<file path="src/rtl/r2y420_pkg.sv">
// Shared widths, coefficients and register codes for the RGB to YUV 4:2:0 converter.
package r2y420_pkg;

  // Field widths.
  localparam int PIX_W        = 8;
  localparam int LUMA_IDX_W   = 24;
  localparam int CHROMA_IDX_W = 22;

  // Configuration port shape.
  localparam int CFG_DW = 13;
  localparam int CFG_IW = 2;

  // Configuration register codes.
  typedef enum logic [CFG_IW-1:0] {
    CFG_FRAME_WIDTH  = 2'd0,
    CFG_FRAME_HEIGHT = 2'd1,
    CFG_SWAP_ORDER   = 2'd2
  } cfg_reg_t;

  // Register values after reset.
  localparam int   FRAME_WIDTH_RST  = 640;
  localparam int   FRAME_HEIGHT_RST = 480;
  localparam logic SWAP_RST         = 1'b1;

  // Color matrix weights, scaled by 100.
  localparam int Y_R_COEF    = 30;
  localparam int Y_G_COEF    = 59;
  localparam int Y_B_COEF    = 11;
  localparam int U_R_COEF    = 17;
  localparam int U_G_COEF    = 33;
  localparam int U_B_COEF    = 50;
  localparam int V_R_COEF    = 50;
  localparam int V_G_COEF    = 42;
  localparam int V_B_COEF    = 8;
  localparam int CHROMA_BIAS = 12800;

  // Weighted sums stay below 2**15; floor(x / 100) = (x * 20972) >> 21 over that range.
  localparam int SUM_W        = 15;
  localparam int DIV100_MUL   = 20972;
  localparam int DIV100_SHIFT = 21;
  localparam int DIV_PROD_W   = 30;

endpackage

</file>
<file path="src/rtl/rgb_to_yuv420_converter_top.sv">
// RGB to YUV 4:2:0 pixel stream converter: position counters and a three-stage datapath.
// Throughput: one item per cycle; a stalled output freezes all three stages at once.
// The stages are the input register, the weighted sums and plane index products,
// and the divide-by-100 reciprocal multipliers that feed the output register.
// Reset (rst_n low, synchronous) empties the pipeline, zeroes the column and row
// counters and restores a 640x480 frame with the third byte taken as red.
module rgb_to_yuv420_converter_top #(
  parameter int MAX_WIDTH  = 4096,
  parameter int MAX_HEIGHT = 4096
) (
  input  logic                                  clk,
  input  logic                                  rst_n,
  // Configuration write port.
  input  logic                                  cfg_we,
  input  logic [r2y420_pkg::CFG_IW-1:0]         cfg_index,
  input  logic [r2y420_pkg::CFG_DW-1:0]         cfg_wdata,
  // Pixel input channel.
  input  logic                                  in_valid,
  output logic                                  in_stall,
  input  logic [r2y420_pkg::PIX_W-1:0]          in_byte_first,
  input  logic [r2y420_pkg::PIX_W-1:0]          in_byte_middle,
  input  logic [r2y420_pkg::PIX_W-1:0]          in_byte_third,
  // Result channel.
  output logic                                  out_valid,
  input  logic                                  out_stall,
  output logic [r2y420_pkg::PIX_W-1:0]          out_luma,
  output logic [r2y420_pkg::LUMA_IDX_W-1:0]     out_luma_index,
  output logic                                  out_chroma_valid,
  output logic [r2y420_pkg::PIX_W-1:0]          out_blue_diff,
  output logic [r2y420_pkg::PIX_W-1:0]          out_red_diff,
  output logic [r2y420_pkg::CHROMA_IDX_W-1:0]   out_chroma_index,
  output logic                                  out_frame_end
);

  import r2y420_pkg::*;

  // Widths that follow from the frame size limits.
  localparam int WW         = $clog2(MAX_WIDTH + 1);
  localparam int HW         = $clog2(MAX_HEIGHT + 1);
  localparam int CW         = $clog2(MAX_WIDTH);
  localparam int RW         = $clog2(MAX_HEIGHT);
  localparam int IW         = RW + WW + 1;
  localparam int MAXW_EVEN  = MAX_WIDTH - (MAX_WIDTH % 2);
  localparam int MAXH_EVEN  = MAX_HEIGHT - (MAX_HEIGHT % 2);
  localparam int RST_W      = (FRAME_WIDTH_RST > MAX_WIDTH) ? MAXW_EVEN : FRAME_WIDTH_RST;
  localparam int RST_H      = (FRAME_HEIGHT_RST > MAX_HEIGHT) ? MAXH_EVEN : FRAME_HEIGHT_RST;

  // Configuration state, held as effective (even, clamped) sizes.
  logic [WW-1:0] eff_w_r;
  logic [HW-1:0] eff_h_r;
  logic          swap_r;
  logic [CFG_DW-1:0] cfg_even;
  logic [WW-1:0] w_clamp;
  logic [HW-1:0] h_clamp;

  // Position counters for the next pixel.
  logic [CW-1:0] col_r, col_nxt;
  logic [RW-1:0] row_r, row_nxt;

  // Pipeline control.
  logic adv;
  logic accept;

  // Stage 1: input register.
  logic            s1_valid_r;
  logic [PIX_W-1:0] s1_red_r, s1_green_r, s1_blue_r;
  logic [CW-1:0]   s1_col_r;
  logic [RW-1:0]   s1_row_r;
  logic            s1_cvalid_r, s1_last_r;

  // Stage 2: weighted sums and plane indexes.
  logic                    s2_valid_r;
  logic [SUM_W-1:0]        s2_ysum_r, s2_usum_r, s2_vsum_r;
  logic [LUMA_IDX_W-1:0]   s2_luma_idx_r;
  logic [CHROMA_IDX_W-1:0] s2_chroma_idx_r;
  logic                    s2_cvalid_r, s2_last_r;

  // Stage 3: output register.
  logic                    out_valid_r;
  logic [PIX_W-1:0]        out_luma_r, out_blue_r, out_red_r;
  logic [LUMA_IDX_W-1:0]   out_luma_idx_r;
  logic [CHROMA_IDX_W-1:0] out_chroma_idx_r;
  logic                    out_cvalid_r, out_last_r;

  // Combinational helpers for position and arithmetic.
  logic            col_wrap;
  logic [RW:0]     row_pre;
  logic [CW-1:0]   cur_col;
  logic [RW-1:0]   cur_row;
  logic [WW-1:0]   col_inc;
  logic [RW:0]     row_inc;
  logic            cur_last;
  logic [PIX_W-1:0] pix_red, pix_blue;
  logic [15:0]     y_sum, u_sum, v_sum;
  logic [IW-1:0]   luma_full, chroma_full;
  logic [DIV_PROD_W-1:0] y_prod, u_prod, v_prod;

  // Effective size of a written width or height: low bit cleared, kept within 2..limit.
  always_comb begin
    cfg_even = {cfg_wdata[CFG_DW-1:1], 1'b0};
    if (cfg_even < CFG_DW'(2)) begin
      w_clamp = WW'(2);
    end else if (14'(cfg_even) > 14'(MAX_WIDTH)) begin
      w_clamp = WW'(MAXW_EVEN);
    end else begin
      w_clamp = WW'(cfg_even);
    end
    if (cfg_even < CFG_DW'(2)) begin
      h_clamp = HW'(2);
    end else if (14'(cfg_even) > 14'(MAX_HEIGHT)) begin
      h_clamp = HW'(MAXH_EVEN);
    end else begin
      h_clamp = HW'(cfg_even);
    end
  end

  // Configuration registers.
  always_ff @(posedge clk) begin
    if (!rst_n) begin
      eff_w_r <= WW'(RST_W);
      eff_h_r <= HW'(RST_H);
      swap_r  <= SWAP_RST;
    end else if (cfg_we) begin
      case (cfg_index)
        CFG_FRAME_WIDTH:  eff_w_r <= w_clamp;
        CFG_FRAME_HEIGHT: eff_h_r <= h_clamp;
        CFG_SWAP_ORDER:   swap_r  <= cfg_wdata[0];
        default: ;
      endcase
    end
  end

  // The whole pipeline moves unless a finished item waits at a stalled output.
  assign adv      = !out_valid_r || !out_stall;
  assign accept   = in_valid && adv;
  assign in_stall = !adv;

  // Position of the arriving pixel; a size shrunk mid-frame wraps the stale position first.
  always_comb begin
    col_wrap = (WW'(col_r) >= eff_w_r);
    row_pre  = col_wrap ? ({1'b0, row_r} + (RW+1)'(1)) : {1'b0, row_r};
    cur_col  = col_wrap ? '0 : col_r;
    cur_row  = (row_pre >= (RW+1)'(eff_h_r)) ? '0 : row_pre[RW-1:0];
    cur_last = (WW'(cur_col) == eff_w_r - WW'(1)) && (HW'(cur_row) == eff_h_r - HW'(1));

    col_inc = WW'(cur_col) + WW'(1);
    row_inc = {1'b0, cur_row} + (RW+1)'(1);
    if (col_inc >= eff_w_r) begin
      col_nxt = '0;
      row_nxt = (row_inc >= (RW+1)'(eff_h_r)) ? '0 : row_inc[RW-1:0];
    end else begin
      col_nxt = col_inc[CW-1:0];
      row_nxt = cur_row;
    end

    pix_red  = swap_r ? in_byte_third : in_byte_first;
    pix_blue = swap_r ? in_byte_first : in_byte_third;
  end

  // Counters advance with each accepted item.
  always_ff @(posedge clk) begin
    if (!rst_n) begin
      col_r <= '0;
      row_r <= '0;
    end else if (accept) begin
      col_r <= col_nxt;
      row_r <= row_nxt;
    end
  end

  // Stage valid bits.
  always_ff @(posedge clk) begin
    if (!rst_n) begin
      s1_valid_r  <= 1'b0;
      s2_valid_r  <= 1'b0;
      out_valid_r <= 1'b0;
    end else if (adv) begin
      s1_valid_r  <= in_valid;
      s2_valid_r  <= s1_valid_r;
      out_valid_r <= s2_valid_r;
    end
  end

  // Stage 1 payload: colors in red, green, blue order, the pixel's position and its chroma and frame-end flags.
  always_ff @(posedge clk) begin
    if (accept) begin
      s1_red_r    <= pix_red;
      s1_green_r  <= in_byte_middle;
      s1_blue_r   <= pix_blue;
      s1_col_r    <= cur_col;
      s1_row_r    <= cur_row;
      s1_cvalid_r <= cur_row[0] & cur_col[0];
      s1_last_r   <= cur_last;
    end
  end

  // Weighted sums (all nonnegative and below 2**15) and the plane index products.
  always_comb begin
    y_sum = 16'(Y_R_COEF) * 16'(s1_red_r) + 16'(Y_G_COEF) * 16'(s1_green_r)
          + 16'(Y_B_COEF) * 16'(s1_blue_r);
    u_sum = 16'(U_B_COEF) * 16'(s1_blue_r) + 16'(CHROMA_BIAS)
          - 16'(U_R_COEF) * 16'(s1_red_r) - 16'(U_G_COEF) * 16'(s1_green_r);
    v_sum = 16'(V_R_COEF) * 16'(s1_red_r) + 16'(CHROMA_BIAS)
          - 16'(V_G_COEF) * 16'(s1_green_r) - 16'(V_B_COEF) * 16'(s1_blue_r);
    luma_full   = IW'(s1_row_r) * IW'(eff_w_r) + IW'(s1_col_r);
    chroma_full = IW'(s1_row_r >> 1) * IW'(eff_w_r >> 1) + IW'(s1_col_r >> 1);
  end

  always_ff @(posedge clk) begin
    if (adv) begin
      s2_ysum_r       <= y_sum[SUM_W-1:0];
      s2_usum_r       <= u_sum[SUM_W-1:0];
      s2_vsum_r       <= v_sum[SUM_W-1:0];
      s2_luma_idx_r   <= LUMA_IDX_W'(luma_full);
      s2_chroma_idx_r <= s1_cvalid_r ? CHROMA_IDX_W'(chroma_full) : '0;
      s2_cvalid_r     <= s1_cvalid_r;
      s2_last_r       <= s1_last_r;
    end
  end

  // Divide by 100 through a reciprocal multiply and shift.
  always_comb begin
    y_prod = DIV_PROD_W'(s2_ysum_r) * DIV_PROD_W'(DIV100_MUL);
    u_prod = DIV_PROD_W'(s2_usum_r) * DIV_PROD_W'(DIV100_MUL);
    v_prod = DIV_PROD_W'(s2_vsum_r) * DIV_PROD_W'(DIV100_MUL);
  end

  always_ff @(posedge clk) begin
    if (adv) begin
      out_luma_r       <= PIX_W'(y_prod >> DIV100_SHIFT);
      out_blue_r       <= s2_cvalid_r ? PIX_W'(u_prod >> DIV100_SHIFT) : '0;
      out_red_r        <= s2_cvalid_r ? PIX_W'(v_prod >> DIV100_SHIFT) : '0;
      out_luma_idx_r   <= s2_luma_idx_r;
      out_chroma_idx_r <= s2_chroma_idx_r;
      out_cvalid_r     <= s2_cvalid_r;
      out_last_r       <= s2_last_r;
    end
  end

  // Result channel.
  assign out_valid        = out_valid_r;
  assign out_luma         = out_luma_r;
  assign out_luma_index   = out_luma_idx_r;
  assign out_chroma_valid = out_cvalid_r;
  assign out_blue_diff    = out_blue_r;
  assign out_red_diff     = out_red_r;
  assign out_chroma_index = out_chroma_idx_r;
  assign out_frame_end    = out_last_r;

endmodule

</file>
<file path="config.mk">
export PLATFORM = sky130hd
export DESIGN_NAME = rgb_to_yuv420_converter_top
export DESIGN_NICKNAME = d
export VERILOG_FILES = /design/src/rtl/r2y420_pkg.sv /design/src/rtl/rgb_to_yuv420_converter_top.sv
export SDC_FILE = /design/constraint.sdc
export NUM_CORES = 2
export LEC_CHECK = 0
export BUFFER_PORTS_ARGS = -buffer_cell sky130_fd_sc_hd__buf_4
export CORE_AREA = 2 2 266 215
export DETAILED_ROUTE_END_ITERATION = 7
export DIE_AREA = 0 0 268 217
export PLACE_DENSITY = 0.8
export SYNTH_ARGS = -nofsm -noshare
export SYNTH_HDL_FRONTEND = slang
export SYNTH_SLANG_ARGS = --single-unit
</file>
<file path="constraint.sdc">
create_clock -name clk -period 11.5 [get_ports clk]
set_clock_uncertainty 0.1 [all_clocks]
set_input_delay 3.45 -clock clk [delete_from_list [all_inputs] [get_ports clk]]
set_output_delay 3.45 -clock clk [all_outputs]
set_load 0.01 [all_outputs]
</file>
==> metrics <==
count of cell types in the netlist=86; worst skew pair latency=0.56 ns; proportion of netlist area held by the largest area contributor=25.28%; Final Routed Wirelength=80610 µm; Synth Instances=roughly 3500; met2 wire length=33920 µm; gr usage total=29.12%; CTS tree=done; Worst-path clk slew=0.06 ns; IO Pins=118; Required @ worst endpoint=11.89 ns; CTS Sinks=approximately 270; Antenna Diode Count=0; post-synthesis register bit count=265; post-CTS resize count=0; Post-synth EDFFs=between 200 and 250; largest net degree at the start of global routing=65; vias in the first global route=25160; Die Wd=268 µm; Worst Path Class, Setup=reg -> reg; hold buffers post-CTS=0; number of core rows=78; Final Hold Vio Count=0; most frequent CP cell=ha_1; DRC errors left=0; Root Driver=clkbuf_16; # setup viols final=0; grt total ovfl=0; startpoint types=flip-flop; first-pass GRT wire length=132400 µm; crit share post-route=81.08%; initial core utilization=63.86%; postcts setup bufs=0; RSZ-0062 raised after global routing=false; Crit path arrival time=just under 10 ns; worst reg2reg setup slack=approximately 2.2 ns; Setup TNS Final=0 ns; Syn Area/Cell=10.25 µm²; Top delay family on crit path=compound AO/OA/AOI/OAI gates; Iteration-0 DRC Markers=1968; Met1 Wirelength=38080 µm; Tightest Pin Transition=approximately 1.1 ns; CP max FO=19; length of routed met3 wiring=6987 µm; Hold Path Class=reg -> reg; TritonCTS Buffers=34; largest area contributor in the netlist=fa_1; Finished Layout Cells=4362; layout cell share with drive strength beyond 1=6.330%; die area=roughly 58000 µm²; post-placement setup slack=2.377 ns; Post-DP HPWL=66700 µm; IO buf count=117; cell area after placement=37340 µm²; Vias/cell=5.558; ANT nets after route=0; CORE AREA=55920 µm²; initial antenna violation count=2; MaxCap Viol Count=0; Placer Congestion=0.9105; WL per Instance=about 18 µm; Synth Cell Area=35710 µm²; CP bufs+invs=1; Final Critical Period=a little over 9 ns; final setup margin=2.176 ns; Pre-antenna DRT Iters=6; Design Area, Final=approximately 38000 µm²; ranking of synthesized cells by area=fa_1, ha_1, edfxtp_1, inv_1, xnor2_1; Fmax achieved=0.1073 GHz; net count after synthesis=4634; Crit-path slowest cell=dfxtp_1; Die Ht=around 220 µm; status=finished clean; slowest stage delay, CP=0.69 ns; YS warnings=0; buffer levels on the longest clock path=3; H-tree lvl count=2; dominant synthesized flop cell=edfxtp_1; CP Capture Type=flip-flop; register area share after synthesis=a little over a fifth; asr flop ratio synth=0%; top layer in use=met4; Area growth, synth to finish=7.775%; via count=around 24000; max-slew violation count=0; Cells after DPL=4303; relative slew slack=25.50%; nets=around 4700
==> worst register-to-register path: cells and delay by family (launching register included) <==
family          cells  cell delay [ns]
fa+ha+maj           4             1.27
buf+inv             1             0.29
flops               1             0.69
mux                 3             1.14
simple gates        8             1.91
compound gates     13             3.86
==> cells by family after synthesis <==
logic type,synth area share [%]
muxes,0.7603
adders and majority gates,48.23
DFF,20.83
buffers and inverters,9.379
AOI/OAI and AO/OA,7.379
xor gates and xnor gates,4.506
and+or+nand+nor,8.917
==> per-layer routing <==
layer / track usage [%] / vias up
met1: 44.77 / 11780
met2: 42.10 / 801
met3: 6.336 / 115
li1: - / 11550
met4: 6.667 / 0
met5: 0 / -
==> synth_stat cells (4+ instances only) <==
master       n
inv_1      819
ha_1       655
fa_1       451
edfxtp_1   213
nand2_1    141
nor2_1     137
xnor2_1    132
a21oi_1    118
and2_1     113
o21ai_0     75
clkbuf_1    55
dfxtp_1     52
xor2_1      48
nor3_1      46
nand3_1     43
a21o_1      30
o21bai_1    25
nand4_1     24
nor2b_1     23
and3_1      21
o21a_1      21
a31oi_1     17
mux2_2      17
o211ai_1    12
nand2b_1    11
a211oi_1    10
nor3b_1     10
a21boi_0     9
a22oi_1      9
nand3b_1     9
or3_1        9
a221oi_1     8
mux2i_1      8
nor4_1       8
o41ai_1      8
o2111ai_1    7
o31a_1       7
or2_2        6
a2111oi_0    4
a41oi_1      4
and3b_1      4
buf_1        4
or4_1        4
==> cells in the final DEF, fill, tap and decap left out, types with 6 or more instances in the layout <==
master     Yosys  final
ha_1         655    655
xnor2_1      132    132
xor2_1        48     48
edfxtp_1     213    213
buf_4          3    125
dfxtp_1       52     52
a221oi_1       8      8
nor4_1         8      8
nor2b_1       23     23
o31a_1         7      7
or2_2          6      6
fa_1         451    451
a21boi_0       9      9
a21oi_1      118    118
nand4_1       24     24
nor3b_1       10     10
clkinv_4       0      6
a211oi_1      10     10
o21a_1        21     21
o41ai_1        8      8
a21o_1        30     30
nand3_1       43     43
o211ai_1      12     12
and2_1       113    113
nand2b_1      11     11
mux2i_1        8      8
and3_1        21     21
o21bai_1      25     25
nand3b_1       9      9
clkbuf_16      0     34
nor2_1       137    137
o21ai_0       75     75
a22oi_1        9      9
nand2_1      141    140
or3_1          9      9
inv_1        819    818
o2111ai_1      7      7
a31oi_1       17     17
nor3_1        46     46
mux2_2        17     17
==> area by class of cell <==
type	instances	area, µm²
multi-input combinational	2331	24930
fill	4187	17430
sequential	265	7437
inverter	822	3085
tap	760	950.9
timing repair buffer	125	938.4
clock buffer	38	875.8
clock inverter	21	267.8
==> path summary, 6_finish.rpt <==
check	startpoint	end	cells after the start
setup / recovery	eff_w_r[4]	row_r[11]	29
hold / removal	s2_chroma_idx_r[3]	out_chroma_index[3]	0
setup reg to reg	eff_w_r[4]	row_r[11]	29
hold reg to reg	s2_chroma_idx_r[3]	out_chroma_index[3]	0
==> flip-flops by register name, summed over array words and instances, names as in the netlist, 13 cells and up <==
| name | flops |
|---|---|
| out_chroma_index | 22 |
| out_luma_index | 24 |
| s2_chroma_idx_r | 22 |
| s2_luma_idx_r | 24 |
| s2_usum_r | 15 |
| s2_vsum_r | 13 |
| s2_ysum_r | 15 |
==> metrics by stage <==
stage,hold WS (ns),util (%)
after floorplan,0.3003,-
after global placement,0.3006,66.78
after CTS,0.3169,68.82
final,0.3156,68.82
after global routing,0.3191,68.82
after detailed placement,0.3045,66.78
Power is left out: the tool's default activity adds up to more than one toggle a clock period on the data nets, which glitch-free logic cannot reach.
